**src/rtl/packet_weighted_mean_anomaly_marker_unit_macros.svh**
```systemverilog
// Assertion macros shared by the anomaly marker RTL.
`ifndef PACKET_WEIGHTED_MEAN_ANOMALY_MARKER_UNIT_MACROS_SVH
`define PACKET_WEIGHTED_MEAN_ANOMALY_MARKER_UNIT_MACROS_SVH

// Same-cycle implication, disabled while reset is active.
`define PWMAM_ASSERT_IMP(label, clk, rst_n, pre, post, msg) \
    label: assert property (@(posedge clk) disable iff (!rst_n) (pre) |-> (post)) \
        else $error(msg);

// Next-cycle implication, disabled while reset is active.
`define PWMAM_ASSERT_NEXT(label, clk, rst_n, pre, post, msg) \
    label: assert property (@(posedge clk) disable iff (!rst_n) (pre) |=> (post)) \
        else $error(msg);

`endif

```
**src/rtl/pwmam_pkg.sv**
```systemverilog
// Shared constants, register codes and types of the anomaly marker.
`timescale 1ns / 1ps
package pwmam_pkg;

    localparam int unsigned WEIGHT_SHIFT_DEF = 16;
    localparam int unsigned SCORE_SHIFT_DEF  = 11;
    localparam int unsigned QUEUE_DEPTH_DEF  = 4;

    localparam int unsigned VALUE_W     = 32;
    localparam int unsigned WEIGHT_W    = 17;
    localparam int unsigned WINDOW_W    = 16;
    localparam int unsigned MODE_W      = 2;
    localparam int unsigned CFG_INDEX_W = 3;
    localparam int unsigned CFG_DATA_W  = 32;
    localparam int unsigned PRODUCT_W   = VALUE_W + WEIGHT_W;

    localparam logic [MODE_W-1:0] MODE_ADAPTIVE = 2'd0;
    localparam logic [MODE_W-1:0] MODE_STATIC   = 2'd1;
    localparam logic [MODE_W-1:0] MODE_MARK_ALL = 2'd2;

    localparam logic [CFG_INDEX_W-1:0] REG_MODE               = 3'd0;
    localparam logic [CFG_INDEX_W-1:0] REG_STATIC_THRESHOLD   = 3'd1;
    localparam logic [CFG_INDEX_W-1:0] REG_WINDOW_SIZE        = 3'd2;
    localparam logic [CFG_INDEX_W-1:0] REG_WEIGHT_FIRST       = 3'd3;
    localparam logic [CFG_INDEX_W-1:0] REG_WEIGHT_SECOND      = 3'd4;
    localparam logic [CFG_INDEX_W-1:0] REG_WEIGHT_WINDOW_MEAN = 3'd5;
    localparam logic [CFG_INDEX_W-1:0] REG_WEIGHT_HISTORY     = 3'd6;

    localparam logic [MODE_W-1:0]   RST_MODE               = MODE_ADAPTIVE;
    localparam logic [VALUE_W-1:0]  RST_STATIC_THRESHOLD   = 32'd142;
    localparam logic [WINDOW_W-1:0] RST_WINDOW_SIZE        = 16'd1024;
    localparam logic [WEIGHT_W-1:0] RST_WEIGHT_FIRST       = 17'd45875;
    localparam logic [WEIGHT_W-1:0] RST_WEIGHT_SECOND      = 17'd19660;
    localparam logic [WEIGHT_W-1:0] RST_WEIGHT_WINDOW_MEAN = 17'd19660;
    localparam logic [WEIGHT_W-1:0] RST_WEIGHT_HISTORY     = 17'd45875;

    typedef struct packed {
        logic [MODE_W-1:0]   mode;
        logic [VALUE_W-1:0]  static_threshold;
        logic [WINDOW_W-1:0] window_size;
        logic [WEIGHT_W-1:0] weight_first;
        logic [WEIGHT_W-1:0] weight_second;
        logic [WEIGHT_W-1:0] weight_window_mean;
        logic [WEIGHT_W-1:0] weight_history;
    } cfg_t;

    typedef struct packed {
        logic               mark;
        logic [VALUE_W-1:0] packet_total;
        logic [VALUE_W-1:0] second_report;
        logic [VALUE_W-1:0] history_report;
    } result_t;

endpackage

```
**src/rtl/pwmam_if.sv**
```systemverilog
// Channel interfaces of the anomaly marker: packet words, result words, register writes.
`timescale 1ns / 1ps
interface pwmam_pkt_if;
    logic                           valid;
    logic                           ready;
    logic [pwmam_pkg::VALUE_W-1:0]  first_value;
    logic [pwmam_pkg::VALUE_W-1:0]  second_value;

    modport source (output valid, output first_value, output second_value, input ready);
    modport sink   (input valid, input first_value, input second_value, output ready);
endinterface


```
**src/rtl/pwmam_front.sv**
```systemverilog
// Front end: accepts packet words, forms the weighted score and pushes it into the queue.
`timescale 1ns / 1ps
module pwmam_front #(
    parameter int unsigned WEIGHT_SHIFT = pwmam_pkg::WEIGHT_SHIFT_DEF,
    parameter int unsigned SCORE_SHIFT  = pwmam_pkg::SCORE_SHIFT_DEF
) (
    input  logic                          clk,
    input  logic                          rst_n,
    pwmam_pkt_if.sink                     pkt,
    input  pwmam_pkg::cfg_t               cfg,
    input  logic                          queue_full,
    output logic                          push,
    output logic [pwmam_pkg::VALUE_W-1:0] push_score
);

    localparam int unsigned PW = pwmam_pkg::PRODUCT_W;
    localparam int unsigned VW = pwmam_pkg::VALUE_W;

    logic          s1_valid_reg, s1_valid_next;
    logic [PW-1:0] prod_first_reg, prod_first_next;
    logic [VW-1:0] prod_second_reg, prod_second_next;
    logic [PW-1:0] prod_second_full;
    logic [PW-1:0] term_first, term_second, score_sum, score_full;
    logic          accept;

    assign pkt.ready = !s1_valid_reg || !queue_full;
    assign accept    = pkt.valid && pkt.ready;
    assign push      = s1_valid_reg && !queue_full;

    // The second product keeps only its low word before scaling.
    assign prod_first_next  = PW'(cfg.weight_first) * PW'(pkt.first_value);
    assign prod_second_full = PW'(cfg.weight_second) * PW'(pkt.second_value);
    assign prod_second_next = prod_second_full[VW-1:0];

    assign term_first  = prod_first_reg >> WEIGHT_SHIFT;
    assign term_second = PW'(prod_second_reg >> WEIGHT_SHIFT);
    assign score_sum   = term_first + term_second;
    assign score_full  = score_sum >> SCORE_SHIFT;
    assign push_score  = score_full[VW-1:0];

    always_comb
    begin
        s1_valid_next = s1_valid_reg;
        if (accept)
        begin
            s1_valid_next = 1'b1;
        end
        else if (push)
        begin
            s1_valid_next = 1'b0;
        end
    end

    always_ff @(posedge clk or negedge rst_n)
    begin
        if (!rst_n)
        begin
            s1_valid_reg <= 1'b0;
        end
        else
        begin
            s1_valid_reg <= s1_valid_next;
        end
    end

    always_ff @(posedge clk)
    begin
        if (accept)
        begin
            prod_first_reg  <= prod_first_next;
            prod_second_reg <= prod_second_next;
        end
    end

endmodule

```
**src/flat_wrapper.sv**
```systemverilog
// flat-port wrapper written by rule: the top's interface ports become plain ports
module pwmam_front_flat 
#(
    parameter int unsigned WEIGHT_SHIFT = pwmam_pkg::WEIGHT_SHIFT_DEF,
    parameter int unsigned SCORE_SHIFT  = pwmam_pkg::SCORE_SHIFT_DEF
)
  (clk, rst_n, cfg, queue_full, push, push_score, pkt_valid, pkt_first_value, pkt_second_value, pkt_ready);
  pwmam_pkt_if pkt_i ();
  input  logic clk;
  input  logic rst_n;
  input  pwmam_pkg::cfg_t cfg;
  input  logic queue_full;
  output logic push;
  output logic [pwmam_pkg::VALUE_W-1:0] push_score;
  input wire logic [$bits(pkt_i.valid)-1:0] pkt_valid;
  input wire logic [$bits(pkt_i.first_value)-1:0] pkt_first_value;
  input wire logic [$bits(pkt_i.second_value)-1:0] pkt_second_value;
  output wire logic [$bits(pkt_i.ready)-1:0] pkt_ready;
  assign pkt_i.valid = pkt_valid;
  assign pkt_i.first_value = pkt_first_value;
  assign pkt_i.second_value = pkt_second_value;
  assign pkt_ready = pkt_i.ready;
  pwmam_front #(.WEIGHT_SHIFT(WEIGHT_SHIFT), .SCORE_SHIFT(SCORE_SHIFT)) u_core (.clk(clk), .rst_n(rst_n), .pkt(pkt_i), .cfg(cfg), .queue_full(queue_full), .push(push), .push_score(push_score));
endmodule
```
**config.mk**
```make
export PLATFORM = sky130hd
export DESIGN_NAME = pwmam_front_flat
export DESIGN_NICKNAME = d
export VERILOG_FILES = /design/src/rtl/packet_weighted_mean_anomaly_marker_unit_macros.svh /design/src/rtl/pwmam_pkg.sv /design/src/rtl/pwmam_if.sv /design/src/rtl/pwmam_front.sv /design/src/flat_wrapper.sv
export SDC_FILE = /design/constraint.sdc
export NUM_CORES = 2
export LEC_CHECK = 0
export BUFFER_PORTS_ARGS = -buffer_cell sky130_fd_sc_hd__buf_4
export CORE_ASPECT_RATIO = 1.2
export CORE_MARGIN = 4
export CORE_UTILIZATION = 50
export CTS_CLUSTER_DIAMETER = 80
export DETAILED_ROUTE_END_ITERATION = 16
export HOLD_SLACK_MARGIN = 0.06
export PLACE_DENSITY = 0.68
export SLEW_MARGIN = 0
export SYNTH_ARGS = -nofsm -noshare
export SYNTH_HDL_FRONTEND = slang
export SYNTH_SLANG_ARGS = --single-unit
```
**constraint.sdc**
```tcl
create_clock -name clk -period 5.1 [get_ports clk]
set_input_delay 0 -clock clk [delete_from_list [all_inputs] [get_ports clk]]
set_output_delay 0 -clock clk [all_outputs]
set_load 0.01 [all_outputs]
```
* Word level (Yosys, flattened, before mapping)
Cells that the tools add are included.
** Storage, ports and cells
- Input port bits :: 186
- Output and inout port bits :: 34
- Bits in registers :: 82
** Cells by class
- Mux-type cells :: 2
- $add $sub $neg :: 1
- Reductions and logical operators :: 6
- $mul :: 2
** Operator list (count)
- multiplier 17 x 32 -> 49 bit :: 1
- adder 33 x 16 -> 34 bit :: 1
- multiplier 17 x 32 -> 32 bit :: 1
- logical AND 1 bit :: 2
- logical NOT 1 bit :: 2
- 2-to-1 mux 1 bit :: 2
- nonzero test 2 bit :: 1
- logical OR 1 bit :: 1

* Depth between registers and ports, before layout
- Depth after elaboration :: 4
- Depth in mapped cells :: 24
- Depth with buffers taken out :: 23

* Worst setup path before layout
No wires, ideal clock.
- Path type :: input to register
- Start :: in cfg[37] in the netlist's numbering
- End :: reg u_core.prod_second_reg[29], data pin
- Library setup time :: 258 ps
- Path slack :: -797 ps
- Required time :: 4842 ps
- Path buffers :: 2
- Stages :: 24
- Arrival time :: 5639 ps
- Cell sequence :: clkbuf_1 clkbuf_1 nand2_1 fa_1 inv_1 fa_1 inv_1 fa_1 inv_1 fa_1 inv_1 fa_1 inv_1 fa_1 ha_1 nand4_1 a211oi_1 nand3_1 o211ai_1 o21ai_1 a31o_2 o211ai_1 a21oi_1 xnor2_1
** Between the ends
- Longest elaborated chain between the ends :: 1
** RTL lines
- start, declared :: RTL line flat_wrapper.sv:11 : input pwmam_pkg::cfg_t cfg;
- multiplier 17 x 32 -> 32 bit :: RTL line pwmam_front.sv:32 : assign prod_second_full = PW'(cfg.weight_second) * PW'(pkt.second_value);
- named net u_core.prod_second_full[29] :: RTL line pwmam_front.sv:22 : logic [PW-1:0] prod_second_full;
- end signal, assigned :: RTL line pwmam_front.sv:71 : prod_second_reg <= prod_second_next;
- end, declared :: RTL line pwmam_front.sv:21 : logic [VW-1:0] prod_second_reg, prod_second_next;
The timed path passes the listed nets, and every way through them passes these cells.
A chain may end at the register's enable or synchronous reset.

* Worst setup path in the final report
- Start :: in cfg[62] in the netlist's numbering
- End :: reg u_core.prod_first_reg[48], data pin
** Between the ends
- Longest elaborated chain between the ends :: 1
** RTL lines
- multiplier 17 x 32 -> 49 bit :: RTL line pwmam_front.sv:31 : assign prod_first_next = PW'(cfg.weight_first) * PW'(pkt.first_value);
- named net u_core.prod_first_next[48] :: RTL line pwmam_front.sv:20 : logic [PW-1:0] prod_first_reg, prod_first_next;
- end signal, assigned :: RTL line pwmam_front.sv:70 : prod_first_reg <= prod_first_next;
- end, declared :: RTL line pwmam_front.sv:20
The timed path passes the listed nets, and every way through them passes these cells.

==> impl_metrics.ini <==
[outcome]
status = finished, violations left
violations = negative setup slack

[synth]
ys_seq_elements = 50
synth_top_cell_by_area = fa_1
syn_inst = 3398
synth.top_cells.by_area = fa_1 51%, inv_1 11%, nand2_1 8.5%, ha_1 8.3%, and2_1 6.3%
synth.top_cell.area_share_pct = 50.7
synth_edf_count = 49
synthDistinctLibCells = 59
syn_area_mm2 = 0.0302
yosys_warnings = 0
syn_avg_cell_area_um2 = 8.88
ys.flop_type = edfxtp_1
ys_seq_area_share_pct = 4.96
async_flop_share_pct = 2.00

[global_route]
grt_use_total_pct = 25.1
grtUsageMet2_pct = 45.8
top_usage_layer = met2
grt_max_degree = 50
overflow = 0
use_met1_pct = 30.1
met3_usage_pct = 2.56
antenna_found_initial = 0
first_global_vias = 25916
grt_pass1_wl_um = 129000

[setup_path]
cp_top_family = adder cells
cpMaxStageDelayCell = fa_1
crit_fanout = 8
critPathCaptureType = register
crit_type = input port to register
cpMostUsedCell = fa_1
cp_data_arrival_time_ns = 5.62
critPathRequiredTime_ns = 5.15
cp-start-kind = input port
critPathBufInv = 9
worstPathCellList = buf_12 > buf_12 > buf_12 > buf_4 > and2_1 > fa_1 > inv_1 > fa_1 > fa_1 > inv_1 > fa_1 > fa_1 > inv_1 > fa_1 > inv_1 > ha_2 > and4_4 > inv_2 > or2_4 > a211oi_4 > nor4b_4 > o31ai_4 > a21oi_2 > xnor2_1
max_stage_delay_ns = 0.54

[clock_network]
tritoncts = yes
ctsLongestPathBuffers = 2
insertion_delay_ns = 0.30
cts_buffers = 5
htreeDepth = 2
clkSinkCount = 50
clk_pin_slew_ns = 0.07
cts-root-buf = clkbuf_16

[detailed_routing]
drtPass1Iterations = 5
wl_um = 78700
drt_iter0_drc = 1288
num_vias = 23690
route.detailed.drc = 0
vias_per_cell = 5.13
detail-route-antenna-nets = 0
wl_per_cell_um = 17.0

[sta]
period_needed_ns = 5.57
finalSetupViolCount = 34
slew_headroom_pct = 57.6
maxSlewViolCount = 0
tns_ns = -9.03
setup_slack_ns = -0.471
rsz0062_at_grt = yes
finalClockSkew_ns = 0.00685
hold_violations = 0
clock.fmax_mhz = 180
finalCritPeriodShare_pct = 109
worst_slew_pin_slew_ns = 0.636

[place]
place.gp.congestion = 0.905
dp_hpwl_um = 64800
io_buffers = 126

[layout]
final_cell_mix = 830 x inv_1, 732 x fa_1, 647 x nand2_1
nNetsFinal = 4967
fin_util_pct = 62.4
fillers = 4911
num_antenna_cells = 0
area_delta_synth_final_pct = 23.4
largest_register_ffs = 33
final_common_cell = inv_1
multiInputGateArea_mm2 = 0.0260
drive_above_1_share_pct = 21.9
seq_area_mm2 = 0.00150

[floorplanning]
die_area_mm2 = 0.0644
coreArea_mm2 = 0.0597
row_count = 98
initial_core_util_pct = 50.5
io-pin-count = 220
die_x_um = 232
die_h_um = 277

[hold_path]
min-delay-path-class = input port to primary output

[run]
maxCapViolations = 0
==> layer usage <==
layer | wire length (µm) | part of all wire, %
met4 | 4320 | 5.5
met3 | 3870 | 4.9
met5 | 0 | 0
met2 | 42400 | 54
met1 | 28100 | 36
==> per-stage QoR <==
| step | hold slack (ns) | cells | area, µm² | worst slack, ns |
|---|---|---|---|---|
| after floorplan | -0.296 | 3406 | 31100 | -0.352 |
| after global placement | -0.224 | 4512 | 34600 | -1.04 |
| after detailed placement | -0.224 | 4512 | 34600 | -1.18 |
| after CTS | 0.254 | 4584 | 36500 | -0.467 |
| after global routing | 0.263 | 4617 | 37200 | -0.641 |
| final | 0.252 | 4617 | 37200 | -0.471 |
==> worst paths after layout <==
path | endpoint | slack (ns) | from | depth (start not counted)
setup / recovery | u_core.prod_first_reg[48]$_DFFE_PP_ | -0.47 | cfg[62] | 24
hold / removal | push | 0.25 | queue_full | 3
setup reg to reg | u_core.prod_second_reg[19]$_DFFE_PP_ | 3.56 | u_core.s1_valid_reg$_DFFE_PN0P_ | 3
hold reg to reg | u_core.s1_valid_reg$_DFFE_PN0P_ | 1.07 | u_core.s1_valid_reg$_DFFE_PN0P_ | 3
max in group asynchronous | u_core.s1_valid_reg$_DFFE_PN0P_ | 4.47 | rst_n | 3
min in group asynchronous | u_core.s1_valid_reg$_DFFE_PN0P_ | 0.53 | rst_n | 3
==> logic make-up (layout without fill, tap and decap cells) <==
family	count (synthesis)	count (layout)	synth area share (%)
adder cells (fa/ha/maj)	965	965	59.0
XOR/XNOR	99	99	2.87
flip-flops	50	50	4.96
AO/OA/AOI/OAI	153	153	3.40
AND/OR/NAND/NOR	1087	1087	16.7
buffers and inverters	1043	1454	13.1
other	1	9	0.0124
==> worst min-delay path, cell delays in order <==
cell,delay (ns)
buf_4,0.08
nor2b_1,0.04
buf_4,0.13
==> synthesized netlist by cell type (3+ instances only) <==
cell type    n
nand4_1     13
a31o_1       3
a21oi_1     42
clkbuf_1   158
fa_1       764
o21ai_0     22
o211ai_1     6
a31oi_1      3
xnor2_1     65
a211o_1      3
o21a_1      16
nand2b_1     5
nor3_1       9
o31ai_1      3
nor2_1      27
or3_1        3
and4_1       4
buf_1        3
a211oi_1     5
a21o_1      18
nand3_1     16
o21ai_1      9
and3_1      12
xor2_1      34
inv_1      873
and2_1     302
nor2b_1      3
ha_1       201
nand2_1    681
buf_4        9
a2111oi_0    3
a2111o_1     3
edfxtp_1    49
==> area by class of cell <==
class / count / area share [%]
clock buffer: 5 / 0.336
inverter: 873 / 8.80
sequential: 50 / 4.02
timing repair buffer: 573 / 14.2
clock inverter: 3 / 0.0571
multi-input combinational: 2313 / 69.9
tap: 800 / 2.69
==> repair_timing <==
| item | in CTS | in global routing |
|---|---|---|
| endpoints found under the hold margin | 2 | 0 |
| setup buffers | 64 | 33 |
| resized for setup | 254 | 157 |
| gates cloned | 2 | 0 |
| pin swaps | 134 | 133 |
| hold buffers | 4 | 0 |
| setup endpoints to repair | 44 | 46 |
Power is left out: the tool's default activity adds up to more than one toggle a clock period on the data nets, which glitch-free logic cannot reach.
