### src/rtl/packet_weighted_mean_anomaly_marker_unit_macros.svh
// Assertion macros shared by the anomaly marker RTL.
`ifndef PACKET_WEIGHTED_MEAN_ANOMALY_MARKER_UNIT_MACROS_SVH
`define PACKET_WEIGHTED_MEAN_ANOMALY_MARKER_UNIT_MACROS_SVH

// Same-cycle implication, disabled while reset is active.
`define PWMAM_ASSERT_IMP(label, clk, rst_n, pre, post, msg) \
    label: assert property (@(posedge clk) disable iff (!rst_n) (pre) |-> (post)) \
        else $error(msg);

// Next-cycle implication, disabled while reset is active.
`define PWMAM_ASSERT_NEXT(label, clk, rst_n, pre, post, msg) \
    label: assert property (@(posedge clk) disable iff (!rst_n) (pre) |=> (post)) \
        else $error(msg);

`endif

### src/rtl/pwmam_pkg.sv
// Shared constants, register codes and types of the anomaly marker.
`timescale 1ns / 1ps
package pwmam_pkg;

    localparam int unsigned WEIGHT_SHIFT_DEF = 16;
    localparam int unsigned SCORE_SHIFT_DEF  = 11;
    localparam int unsigned QUEUE_DEPTH_DEF  = 4;

    localparam int unsigned VALUE_W     = 32;
    localparam int unsigned WEIGHT_W    = 17;
    localparam int unsigned WINDOW_W    = 16;
    localparam int unsigned MODE_W      = 2;
    localparam int unsigned CFG_INDEX_W = 3;
    localparam int unsigned CFG_DATA_W  = 32;
    localparam int unsigned PRODUCT_W   = VALUE_W + WEIGHT_W;

    localparam logic [MODE_W-1:0] MODE_ADAPTIVE = 2'd0;
    localparam logic [MODE_W-1:0] MODE_STATIC   = 2'd1;
    localparam logic [MODE_W-1:0] MODE_MARK_ALL = 2'd2;

    localparam logic [CFG_INDEX_W-1:0] REG_MODE               = 3'd0;
    localparam logic [CFG_INDEX_W-1:0] REG_STATIC_THRESHOLD   = 3'd1;
    localparam logic [CFG_INDEX_W-1:0] REG_WINDOW_SIZE        = 3'd2;
    localparam logic [CFG_INDEX_W-1:0] REG_WEIGHT_FIRST       = 3'd3;
    localparam logic [CFG_INDEX_W-1:0] REG_WEIGHT_SECOND      = 3'd4;
    localparam logic [CFG_INDEX_W-1:0] REG_WEIGHT_WINDOW_MEAN = 3'd5;
    localparam logic [CFG_INDEX_W-1:0] REG_WEIGHT_HISTORY     = 3'd6;

    localparam logic [MODE_W-1:0]   RST_MODE               = MODE_ADAPTIVE;
    localparam logic [VALUE_W-1:0]  RST_STATIC_THRESHOLD   = 32'd142;
    localparam logic [WINDOW_W-1:0] RST_WINDOW_SIZE        = 16'd1024;
    localparam logic [WEIGHT_W-1:0] RST_WEIGHT_FIRST       = 17'd45875;
    localparam logic [WEIGHT_W-1:0] RST_WEIGHT_SECOND      = 17'd19660;
    localparam logic [WEIGHT_W-1:0] RST_WEIGHT_WINDOW_MEAN = 17'd19660;
    localparam logic [WEIGHT_W-1:0] RST_WEIGHT_HISTORY     = 17'd45875;

    typedef struct packed {
        logic [MODE_W-1:0]   mode;
        logic [VALUE_W-1:0]  static_threshold;
        logic [WINDOW_W-1:0] window_size;
        logic [WEIGHT_W-1:0] weight_first;
        logic [WEIGHT_W-1:0] weight_second;
        logic [WEIGHT_W-1:0] weight_window_mean;
        logic [WEIGHT_W-1:0] weight_history;
    } cfg_t;

    typedef struct packed {
        logic               mark;
        logic [VALUE_W-1:0] packet_total;
        logic [VALUE_W-1:0] second_report;
        logic [VALUE_W-1:0] history_report;
    } result_t;

endpackage

### src/rtl/pwmam_if.sv


interface pwmam_res_if;
    logic                           valid;
    logic                           ready;
    logic                           mark;
    logic [pwmam_pkg::VALUE_W-1:0]  packet_total;
    logic [pwmam_pkg::VALUE_W-1:0]  second_report;
    logic [pwmam_pkg::VALUE_W-1:0]  history_report;

    modport source (output valid, output mark, output packet_total, output second_report,
                    output history_report, input ready);
    modport sink   (input valid, input mark, input packet_total, input second_report,
                    input history_report, output ready);
endinterface


### src/rtl/pwmam_back.sv
// Back end: counters, window accumulation, serial window divide, history blend, result register.
`timescale 1ns / 1ps
`include "packet_weighted_mean_anomaly_marker_unit_macros.svh"
module pwmam_back #(
    parameter int unsigned WEIGHT_SHIFT = pwmam_pkg::WEIGHT_SHIFT_DEF
) (
    input  logic                          clk,
    input  logic                          rst_n,
    input  pwmam_pkg::cfg_t               cfg,
    input  logic                          q_valid,
    input  logic [pwmam_pkg::VALUE_W-1:0] q_score,
    output logic                          pop,
    pwmam_res_if.source                   res
);

    localparam int unsigned VW      = pwmam_pkg::VALUE_W;
    localparam int unsigned WW      = pwmam_pkg::WINDOW_W;
    localparam int unsigned PW      = pwmam_pkg::PRODUCT_W;
    localparam int unsigned DVW     = WW + 1;
    localparam int unsigned DIV_CW  = $clog2(VW);
    localparam logic [DIV_CW-1:0] DIV_LAST = DIV_CW'(VW - 1);

    typedef enum logic [3:0] {
        ST_IDLE  = 4'b0001,
        ST_DIV   = 4'b0010,
        ST_BLEND = 4'b0100,
        ST_SUM   = 4'b1000
    } state_t;

    state_t              state_reg, state_next;
    logic [VW-1:0]       packet_counter_reg, packet_counter_next;
    logic [VW-1:0]       marked_counter_reg, marked_counter_next;
    logic [WW-1:0]       window_counter_reg, window_counter_next;
    logic [VW-1:0]       score_acc_reg, score_acc_next;
    logic [VW-1:0]       history_mean_reg, history_mean_next;
    logic                res_valid_reg, res_valid_next;
    logic [DIV_CW-1:0]   div_count_reg, div_count_next;

    pwmam_pkg::result_t  res_data_reg, res_data_next;
    logic [VW-1:0]       quot_reg, quot_next;
    logic [DVW-1:0]      rem_reg, rem_next;
    logic [DVW-1:0]      divisor_reg, divisor_next;
    logic [PW-1:0]       prod_mean_reg, prod_mean_next;
    logic [PW-1:0]       prod_hist_reg, prod_hist_next;

    logic                slot_free;
    logic [VW-1:0]       packet_inc, marked_inc, acc_sum;
    logic [WW-1:0]       window_inc;
    logic                hist_nonzero, window_close;
    logic [DVW:0]        trial;
    logic                trial_ge;
    logic [DVW-1:0]      rem_step;
    logic [VW-1:0]       quot_step;
    logic [PW-1:0]       blend_sum;

    assign slot_free    = !res_valid_reg || res.ready;
    assign pop          = (state_reg == ST_IDLE) && q_valid && slot_free;
    assign packet_inc   = packet_counter_reg + 1'b1;
    assign marked_inc   = marked_counter_reg + 1'b1;
    assign acc_sum      = score_acc_reg + q_score;
    assign window_inc   = window_counter_reg + 1'b1;
    assign hist_nonzero = (history_mean_reg != '0);
    assign window_close = (window_inc == cfg.window_size);

    // One restoring step of the window divide per cycle, quotient bits shift in at the bottom.
    assign trial     = {rem_reg, quot_reg[VW-1]};
    assign trial_ge  = (trial >= {1'b0, divisor_reg});
    assign rem_step  = trial_ge ? DVW'(trial - {1'b0, divisor_reg}) : trial[DVW-1:0];
    assign quot_step = {quot_reg[VW-2:0], trial_ge};

    assign blend_sum = (prod_mean_reg >> WEIGHT_SHIFT) + (prod_hist_reg >> WEIGHT_SHIFT);

    always_comb
    begin
        state_next          = state_reg;
        packet_counter_next = packet_counter_reg;
        marked_counter_next = marked_counter_reg;
        window_counter_next = window_counter_reg;
        score_acc_next      = score_acc_reg;
        history_mean_next   = history_mean_reg;
        div_count_next      = div_count_reg;
        res_valid_next      = res_valid_reg && !res.ready;
        res_data_next       = res_data_reg;
        quot_next           = quot_reg;
        rem_next            = rem_reg;
        divisor_next        = divisor_reg;
        prod_mean_next      = prod_mean_reg;
        prod_hist_next      = prod_hist_reg;

        unique case (state_reg)
            ST_IDLE:
            begin
                if (pop)
                begin
                    packet_counter_next         = packet_inc;
                    res_data_next.packet_total  = packet_inc;
                    res_data_next.history_report = history_mean_reg;
                    res_valid_next              = 1'b1;
                    priority if (cfg.mode == pwmam_pkg::MODE_MARK_ALL)
                    begin
                        res_data_next.mark          = 1'b1;
                        res_data_next.second_report = packet_inc;
                    end
                    else if (cfg.mode == pwmam_pkg::MODE_STATIC)
                    begin
                        res_data_next.mark          = (q_score > cfg.static_threshold);
                        res_data_next.second_report = marked_counter_reg;
                        if (q_score > cfg.static_threshold)
                        begin
                            marked_counter_next         = marked_inc;
                            res_data_next.second_report = marked_inc;
                        end
                    end
                    else
                    begin
                        // Adaptive mode; the spare mode code behaves the same way.
                        res_data_next.mark          = (q_score > history_mean_reg) && hist_nonzero;
                        res_data_next.second_report = marked_counter_reg;
                        if ((q_score > history_mean_reg) && hist_nonzero)
                        begin
                            marked_counter_next         = marked_inc;
                            res_data_next.second_report = marked_inc;
                        end
                        if (window_close)
                        begin
                            window_counter_next = '0;
                            score_acc_next      = '0;
                            quot_next           = acc_sum;
                            rem_next            = '0;
                            divisor_next        = (cfg.window_size == '0) ?
                                                  {1'b1, {WW{1'b0}}} : {1'b0, cfg.window_size};
                            div_count_next      = '0;
                            res_valid_next      = 1'b0;
                            state_next          = ST_DIV;
                        end
                        else
                        begin
                            window_counter_next = window_inc;
                            score_acc_next      = acc_sum;
                        end
                    end
                end
            end
            ST_DIV:
            begin
                rem_next       = rem_step;
                quot_next      = quot_step;
                div_count_next = div_count_reg + 1'b1;
                if (div_count_reg == DIV_LAST)
                begin
                    if (hist_nonzero)
                    begin
                        state_next = ST_BLEND;
                    end
                    else
                    begin
                        history_mean_next            = quot_step;
                        res_data_next.history_report = quot_step;
                        res_valid_next               = 1'b1;
                        state_next                   = ST_IDLE;
                    end
                end
            end
            ST_BLEND:
            begin
                prod_mean_next = PW'(quot_reg) * PW'(cfg.weight_window_mean);
                prod_hist_next = PW'(cfg.weight_history) * PW'(history_mean_reg);
                state_next     = ST_SUM;
            end
            ST_SUM:
            begin
                history_mean_next            = blend_sum[VW-1:0];
                res_data_next.history_report = blend_sum[VW-1:0];
                res_valid_next               = 1'b1;
                state_next                   = ST_IDLE;
            end
            default:
            begin
                state_next = ST_IDLE;
            end
        endcase
    end

    always_ff @(posedge clk or negedge rst_n)
    begin
        if (!rst_n)
        begin
            state_reg          <= ST_IDLE;
            packet_counter_reg <= '0;
            marked_counter_reg <= '0;
            window_counter_reg <= '0;
            score_acc_reg      <= '0;
            history_mean_reg   <= '0;
            res_valid_reg      <= 1'b0;
            div_count_reg      <= '0;
        end
        else
        begin
            state_reg          <= state_next;
            packet_counter_reg <= packet_counter_next;
            marked_counter_reg <= marked_counter_next;
            window_counter_reg <= window_counter_next;
            score_acc_reg      <= score_acc_next;
            history_mean_reg   <= history_mean_next;
            res_valid_reg      <= res_valid_next;
            div_count_reg      <= div_count_next;
        end
    end

    always_ff @(posedge clk)
    begin
        res_data_reg  <= res_data_next;
        quot_reg      <= quot_next;
        rem_reg       <= rem_next;
        divisor_reg   <= divisor_next;
        prod_mean_reg <= prod_mean_next;
        prod_hist_reg <= prod_hist_next;
    end

    assign res.valid          = res_valid_reg;
    assign res.mark           = res_data_reg.mark;
    assign res.packet_total   = res_data_reg.packet_total;
    assign res.second_report  = res_data_reg.second_report;
    assign res.history_report = res_data_reg.history_report;

    `PWMAM_ASSERT_IMP(a_div_slot_empty, clk, rst_n, state_reg != ST_IDLE, !res_valid_reg, "result register busy during window close")
    `PWMAM_ASSERT_NEXT(a_div_ends, clk, rst_n, (state_reg == ST_DIV) && (div_count_reg == DIV_LAST), state_reg != ST_DIV, "window divide ran past its last step")
    `PWMAM_ASSERT_NEXT(a_sum_delivers, clk, rst_n, state_reg == ST_SUM, res_valid_reg && (res_data_reg.history_report == history_mean_reg), "blended history not reported")

endmodule

### src/flat_wrapper.sv
// flat-port wrapper written by rule: the top's interface ports become plain ports
module pwmam_back_flat 
#(
    parameter int unsigned WEIGHT_SHIFT = pwmam_pkg::WEIGHT_SHIFT_DEF
)
  (clk, rst_n, cfg, q_valid, q_score, pop, res_valid, res_mark, res_packet_total, res_second_report, res_history_report, res_ready);
  pwmam_res_if res_i ();
  input  logic clk;
  input  logic rst_n;
  input  pwmam_pkg::cfg_t cfg;
  input  logic q_valid;
  input  logic [pwmam_pkg::VALUE_W-1:0] q_score;
  output logic pop;
  output wire logic [$bits(res_i.valid)-1:0] res_valid;
  output wire logic [$bits(res_i.mark)-1:0] res_mark;
  output wire logic [$bits(res_i.packet_total)-1:0] res_packet_total;
  output wire logic [$bits(res_i.second_report)-1:0] res_second_report;
  output wire logic [$bits(res_i.history_report)-1:0] res_history_report;
  input wire logic [$bits(res_i.ready)-1:0] res_ready;
  assign res_valid = res_i.valid;
  assign res_mark = res_i.mark;
  assign res_packet_total = res_i.packet_total;
  assign res_second_report = res_i.second_report;
  assign res_history_report = res_i.history_report;
  assign res_i.ready = res_ready;
  pwmam_back #(.WEIGHT_SHIFT(WEIGHT_SHIFT)) u_core (.clk(clk), .rst_n(rst_n), .cfg(cfg), .q_valid(q_valid), .q_score(q_score), .pop(pop), .res(res_i));
endmodule
### config.mk
export PLATFORM = sky130hd
export DESIGN_NAME = pwmam_back_flat
export DESIGN_NICKNAME = d
export VERILOG_FILES = /design/src/rtl/pwmam_pkg.sv /design/src/rtl/pwmam_if.sv /design/src/rtl/pwmam_back.sv /design/src/flat_wrapper.sv
export VERILOG_INCLUDE_DIRS = /design/src /design/src/rtl
export SDC_FILE = /design/constraint.sdc
export NUM_CORES = 2
export LEC_CHECK = 0
export ABC_AREA = 0
export CAP_MARGIN = 20
export CORE_MARGIN = 10
export CORE_UTILIZATION = 52
export CTS_CLUSTER_DIAMETER = 60
export DETAILED_ROUTE_END_ITERATION = 12
export DONT_BUFFER_PORTS = 1
export HOLD_SLACK_MARGIN = 0.03
export MAX_ROUTING_LAYER = met4
export PLACE_DENSITY = 0.67
export SLEW_MARGIN = 0
export SYNTH_ARGS = -nofsm -noshare
export SYNTH_HDL_FRONTEND = slang
export SYNTH_SLANG_ARGS = --single-unit
### constraint.sdc
create_clock -name clk -period 11.3 [get_ports clk]
set_input_delay 1.695 -clock clk [delete_from_list [all_inputs] [get_ports clk]]
set_output_delay 1.695 -clock clk [all_outputs]
set_load 0.03 [all_outputs]
Word level (Yosys, flattened, before mapping)

Cells that the tools add are included.

RAM bits: 0
Memories kept: 0
Input bits: 154
Register bits: 413
Logic and storage cells: 109
Output and inout port bits: 99
Memory bits (read-only): 0
Bits in latches: 0

Add/sub/neg operators: 7
Div/mod/pow operators: 0
Bitwise gates (word level): 2
Multiplexer cells: 43
Multipliers: 2
Reductions and logical operators: 20
Eq/ne operators: 14
Shifts and indexed selects: 0
Order comparisons: 3

Operators by type and width:

| operator                                                        | number |
|---|---|
| 32-bit two-way mux                                              | 12 |
| 32-bit case mux with 2 select lines                             | 2 |
| 17-bit two-way mux                                              | 6 |
| 32-bit case mux with 3 select lines                             | 1 |
| 32-bit by 1-bit adder with 32-bit output, second input constant | 2 |
| 32-bit adder                                                    | 2 |
| 32-bit greater-than comparator                                  | 2 |
| 17-bit by 32-bit multiplier with 48-bit output                  | 1 |
| 32-bit by 17-bit multiplier with 48-bit output                  | 1 |
| 17-bit case mux with 2 select lines                             | 1 |
| 32-bit nonzero test                                             | 1 |
| 4-bit two-way mux                                               | 5 |
| 5-bit two-way mux                                               | 4 |
| 18-bit by 17-bit >= comparator with 1-bit output                | 1 |
| 17-bit subtractor                                               | 1 |
| 16-bit by 1-bit adder with 16-bit output, second input constant | 1 |
| 16-bit equality test                                            | 1 |
| 16-bit logical NOT                                              | 1 |
| 16-bit two-way mux                                              | 1 |
| 5-bit AND reduction                                             | 3 |
| 4-bit case mux with 3 select lines                              | 1 |
| 5-bit case mux with 2 select lines                              | 1 |
| 2-bit != test, second input constant                            | 4 |
| 4-bit AND reduction                                             | 2 |
| other kinds (20)                                                | 34 |

Longest topological paths before layout

Depth in word-level cells: 7
Depth in mapped cells: 26
Mapped depth without buffers: 24

Least setup slack after synthesis

Ideal clock, no wire load.

Kind: register to register
Start: register u_core.state_reg[1]
End: register u_core.prod_hist_reg[16] (enable)
Data arrival time: 7.157 ns
Path buffers: 0
Library setup time: 0.670 ns
Setup slack: 3.472 ns
Required time: 10.630 ns
Cell stages (with the launch flop): 2
Period minus slack after synthesis: 7.828 ns
Cells stage by stage: dfrtp_1 -> nor4b_1

Longest elaborated chain between the ends: 1

Ends and longest elaborated chain:

| what                                           | RTL line          | text |
|---|---|---|
| start, declared                                | pwmam_back.sv:30  | `state_t state_reg, state_next;` |
| start signal, assigned                         | pwmam_back.sv:199 | `state_reg <= state_next;` |
| 4-bit by 3-bit equality test with 1-bit output | pwmam_back.sv:90  | `unique case (state_reg)` |
| end signal, assigned                           | pwmam_back.sv:217 | `prod_hist_reg <= prod_hist_next;` |
| end, declared                                  | pwmam_back.sv:44  | `logic [PW-1:0] prod_hist_reg, prod_hist_next;` |

No other way between the ends.
A chain may end at the register's enable or synchronous reset.

Final worst setup path

Start: input port cfg[5] in the netlist's numbering
End: register u_core.prod_hist_reg[47], data pin

Longest elaborated chain between the ends: 1

Ends and longest elaborated chain:

| what                                           | RTL line           | text |
|---|---|---|
| start, declared                                | flat_wrapper.sv:10 | `input pwmam_pkg::cfg_t cfg;` |
| 17-bit by 32-bit multiplier with 48-bit output | pwmam_back.sv:167  | `prod_hist_next = PW'(cfg.weight_history) * PW'(history_mean_reg);` |

No other way between the ends.

==> reports/metrics.cfg <==
[setup_path]
cp_num_buf_inv = 4
critical_path.top_delay_family = adder cells
cp_cell_sequence = and2_1 > fa_1 > inv_1 > fa_1 > fa_1 > inv_1 > fa_1 > fa_1 > inv_1 > fa_1 > inv_1 > ha_1 > a21oi_1 > o21ai_0 > o22ai_1 > a211oi_1 > o211ai_1 > a31oi_1 > a21o_1 > a31o_2 > a21oi_1 > xnor2_1
startpoint_type = input port
critPathArrivalTime_ns = 8.20
worst-path-max-fanout = 32
max_stage_delay_ns = 0.74
crit_top_cell = fa_1
endpoint_kind = flop
worstSetupPathType = input port to flop
crit_required_ns = 11.66
cp_slowest_cell = a211oi_1

[sta]
final-max-slew-violation-count = 0
fmax_mhz = 127
tns_ns = 0
finClkSkew_ns = 0.0285
hold_slack_ns = 0.483
setup_violations = 0
setup_slack_ns = 3.46
finalCritPeriodShare_pct = 69.4
max_slew_margin_pct = 19.3
hold_viol_final = 0
fin_crit_ns = 7.84
rsz0062_at_grt = false
worst_pin_slew_ns = 1.21

[placement]
hpwl_mm = 111
portBuffers = 0
dp.cells = 7019
placed_cell_area_um2 = 55500
pre_cts_ws_ns = 3.00
gp_congestion = 0.925

[pwr]
ir_worst_vdd_v = 0.000220
total_power_mw = 7.88
power_density_nw_per_um2 = 138
total_leakage_power_nw = 27.9

[synthesis]
synth_edf_count = 227
synth_area_um2 = 54400
synthAdderAreaFrac_pct = 41.7
synth-seq-cells = 381
yosys.area_share.simple_pct = 15.9
syn_inst = 5899
synth_xor_area_share_pct = 4.34
ys_types = 80
synth_compound_area_share_pct = 7.81
ys_seq_area_share_pct = 19.6
synth.avg_cell_area_um2 = 9.23
synth_top_flop_cell = edfxtp_1
synthMuxAreaShare_pct = 0.414
async_reset_ff_share_pct = 40.4
syn-num-nets = 7332
yosys_warnings = 0
synth_top_family_by_area = adder cells

[layout]
drive_gt1_share_pct = 3.27
syn_to_final_growth_pct = 5.11
nFillCells = 9225
design_area_um2 = 57200
mostFrequentLayoutCell = inv_1
stdcell_count = 7111
nets = 7123
final_cell_mix = inv_1, nand2_1, fa_1
fin_util_pct = 55.1

[detailed_routing]
wl_per_cell_um = 21.0
drt_iter0_markers = 3026
antenna_left = 0
post-route-drc-count = 0
vias = 40200
drt_wl_total_mm = 149
firstDrtPassIters = 6
routed_via_density = 5.65

[clocking]
clkSlewWorstSetupHoldPaths_ns = 0.06
cts-resized-gates = 0
post-cts-setup-buffer-count = 0
cts_hold_buf = 0
cts_max_path_buffers = 3
root_buffer = clkbuf_16
cts_sinks = 381
cts-htree-levels = 2
clock_latency_ns = 0.61
cts_tree = built
cts_buffers = 45

[flow_run]
maxCapViolations = 0

[floorplan]
coreArea_um2 = 104000
fp.dieArea_um2 = 118000
num_rows = 118
die_y_um = 344
die_w_um = 344
start_util_pct = 52.4
io_pins = 253

[global_route]
antenna_found_initial = 5
grt-ovfl-total = 0
grt_max_degree = 155
grt_pass1_wl_mm = 237
grt_usage_pct = 26.3
grt_pass1_vias = 41400

[hold_path]
worstHoldPathType = flop to flop

[status]
status = completed

worst min-delay path: stages (launching register included):
cell     delay, ns
dfrtp_1       0.34
nand2_1       0.05
o31ai_1       0.05
final timing paths:
path,to,startpoint,cells past startpoint,slack [ns]
worst max-delay path,u_core.prod_hist_reg[47],cfg[5],22,3.46
worst min-delay path,u_core.score_acc_reg[13],u_core.score_acc_reg[13],2,0.48
worst max register to register,u_core.prod_hist_reg[47],u_core.history_mean_reg[18],20,3.47
worst min register to register,u_core.score_acc_reg[13],u_core.score_acc_reg[13],2,0.48
max in group asynchronous,u_core.state_reg[0],rst_n,0,10.08
min in group asynchronous,u_core.history_mean_reg[4],rst_n,0,0.81
cell usage after synthesis, drive strengths merged, types with 37 or more instances:
| library cell | n | area, um^2 |
|---|---|---|
| inv | 1148 | 4310 |
| xnor2 | 163 | 1430 |
| fa | 895 | 17900 |
| nor3 | 37 | 195 |
| xor2 | 107 | 937 |
| nand2 | 932 | 3500 |
| and3 | 54 | 339 |
| a21o | 103 | 774 |
| clkbuf | 303 | 1140 |
| ha | 384 | 4800 |
| edfxtp | 227 | 6820 |
| dfrtp | 153 | 3830 |
| a21oi | 171 | 863 |
| nand4 | 57 | 357 |
| and2 | 419 | 2620 |
| o21ai | 174 | 871 |
| nor2 | 119 | 452 |
| nand3 | 82 | 415 |
kinds of logic after synthesis:
logic type      count (synthesis)
buf+inv                      1470
compound gates                664
flops                         381
fa+ha+maj                    1279
simple gates                 1813
xor+xnor                      270
mux                            22
final cells by class:
| class | instances | area [um^2] | area share, % |
|---|---|---|---|
| repair buffers | 66 | 576 | 1.01 |
| inverters | 1148 | 4310 | 7.53 |
| flip-flops and latches | 381 | 10700 | 18.7 |
| clock buffers | 55 | 1200 | 2.11 |
| clock inverters | 29 | 427 | 0.746 |
| well taps | 1380 | 1730 | 3.02 |
| diodes | 4 | 10.0 | 0.0175 |
| multi-input cells | 4048 | 38300 | 66.9 |
power breakdown:
part / total (mW) / switching [mW] / leakage (nW) / internal, mW
clock network: 1.61 / 0.648 / 0.792 / 0.960
registers: 1.94 / 0.127 / 4.21 / 1.81
logic: 4.34 / 2.58 / 22.9 / 1.76
routing by layer:
metal  vias up  GRT usage, %  routed length, um
met4         0          7.84               4930
met5         -             -                  0
met1     20500          34.6              62700
li1      17900             -                  -
met3       294          5.05              12700
met2      1520          41.3              68900
(Power assumes the default switching activity.)
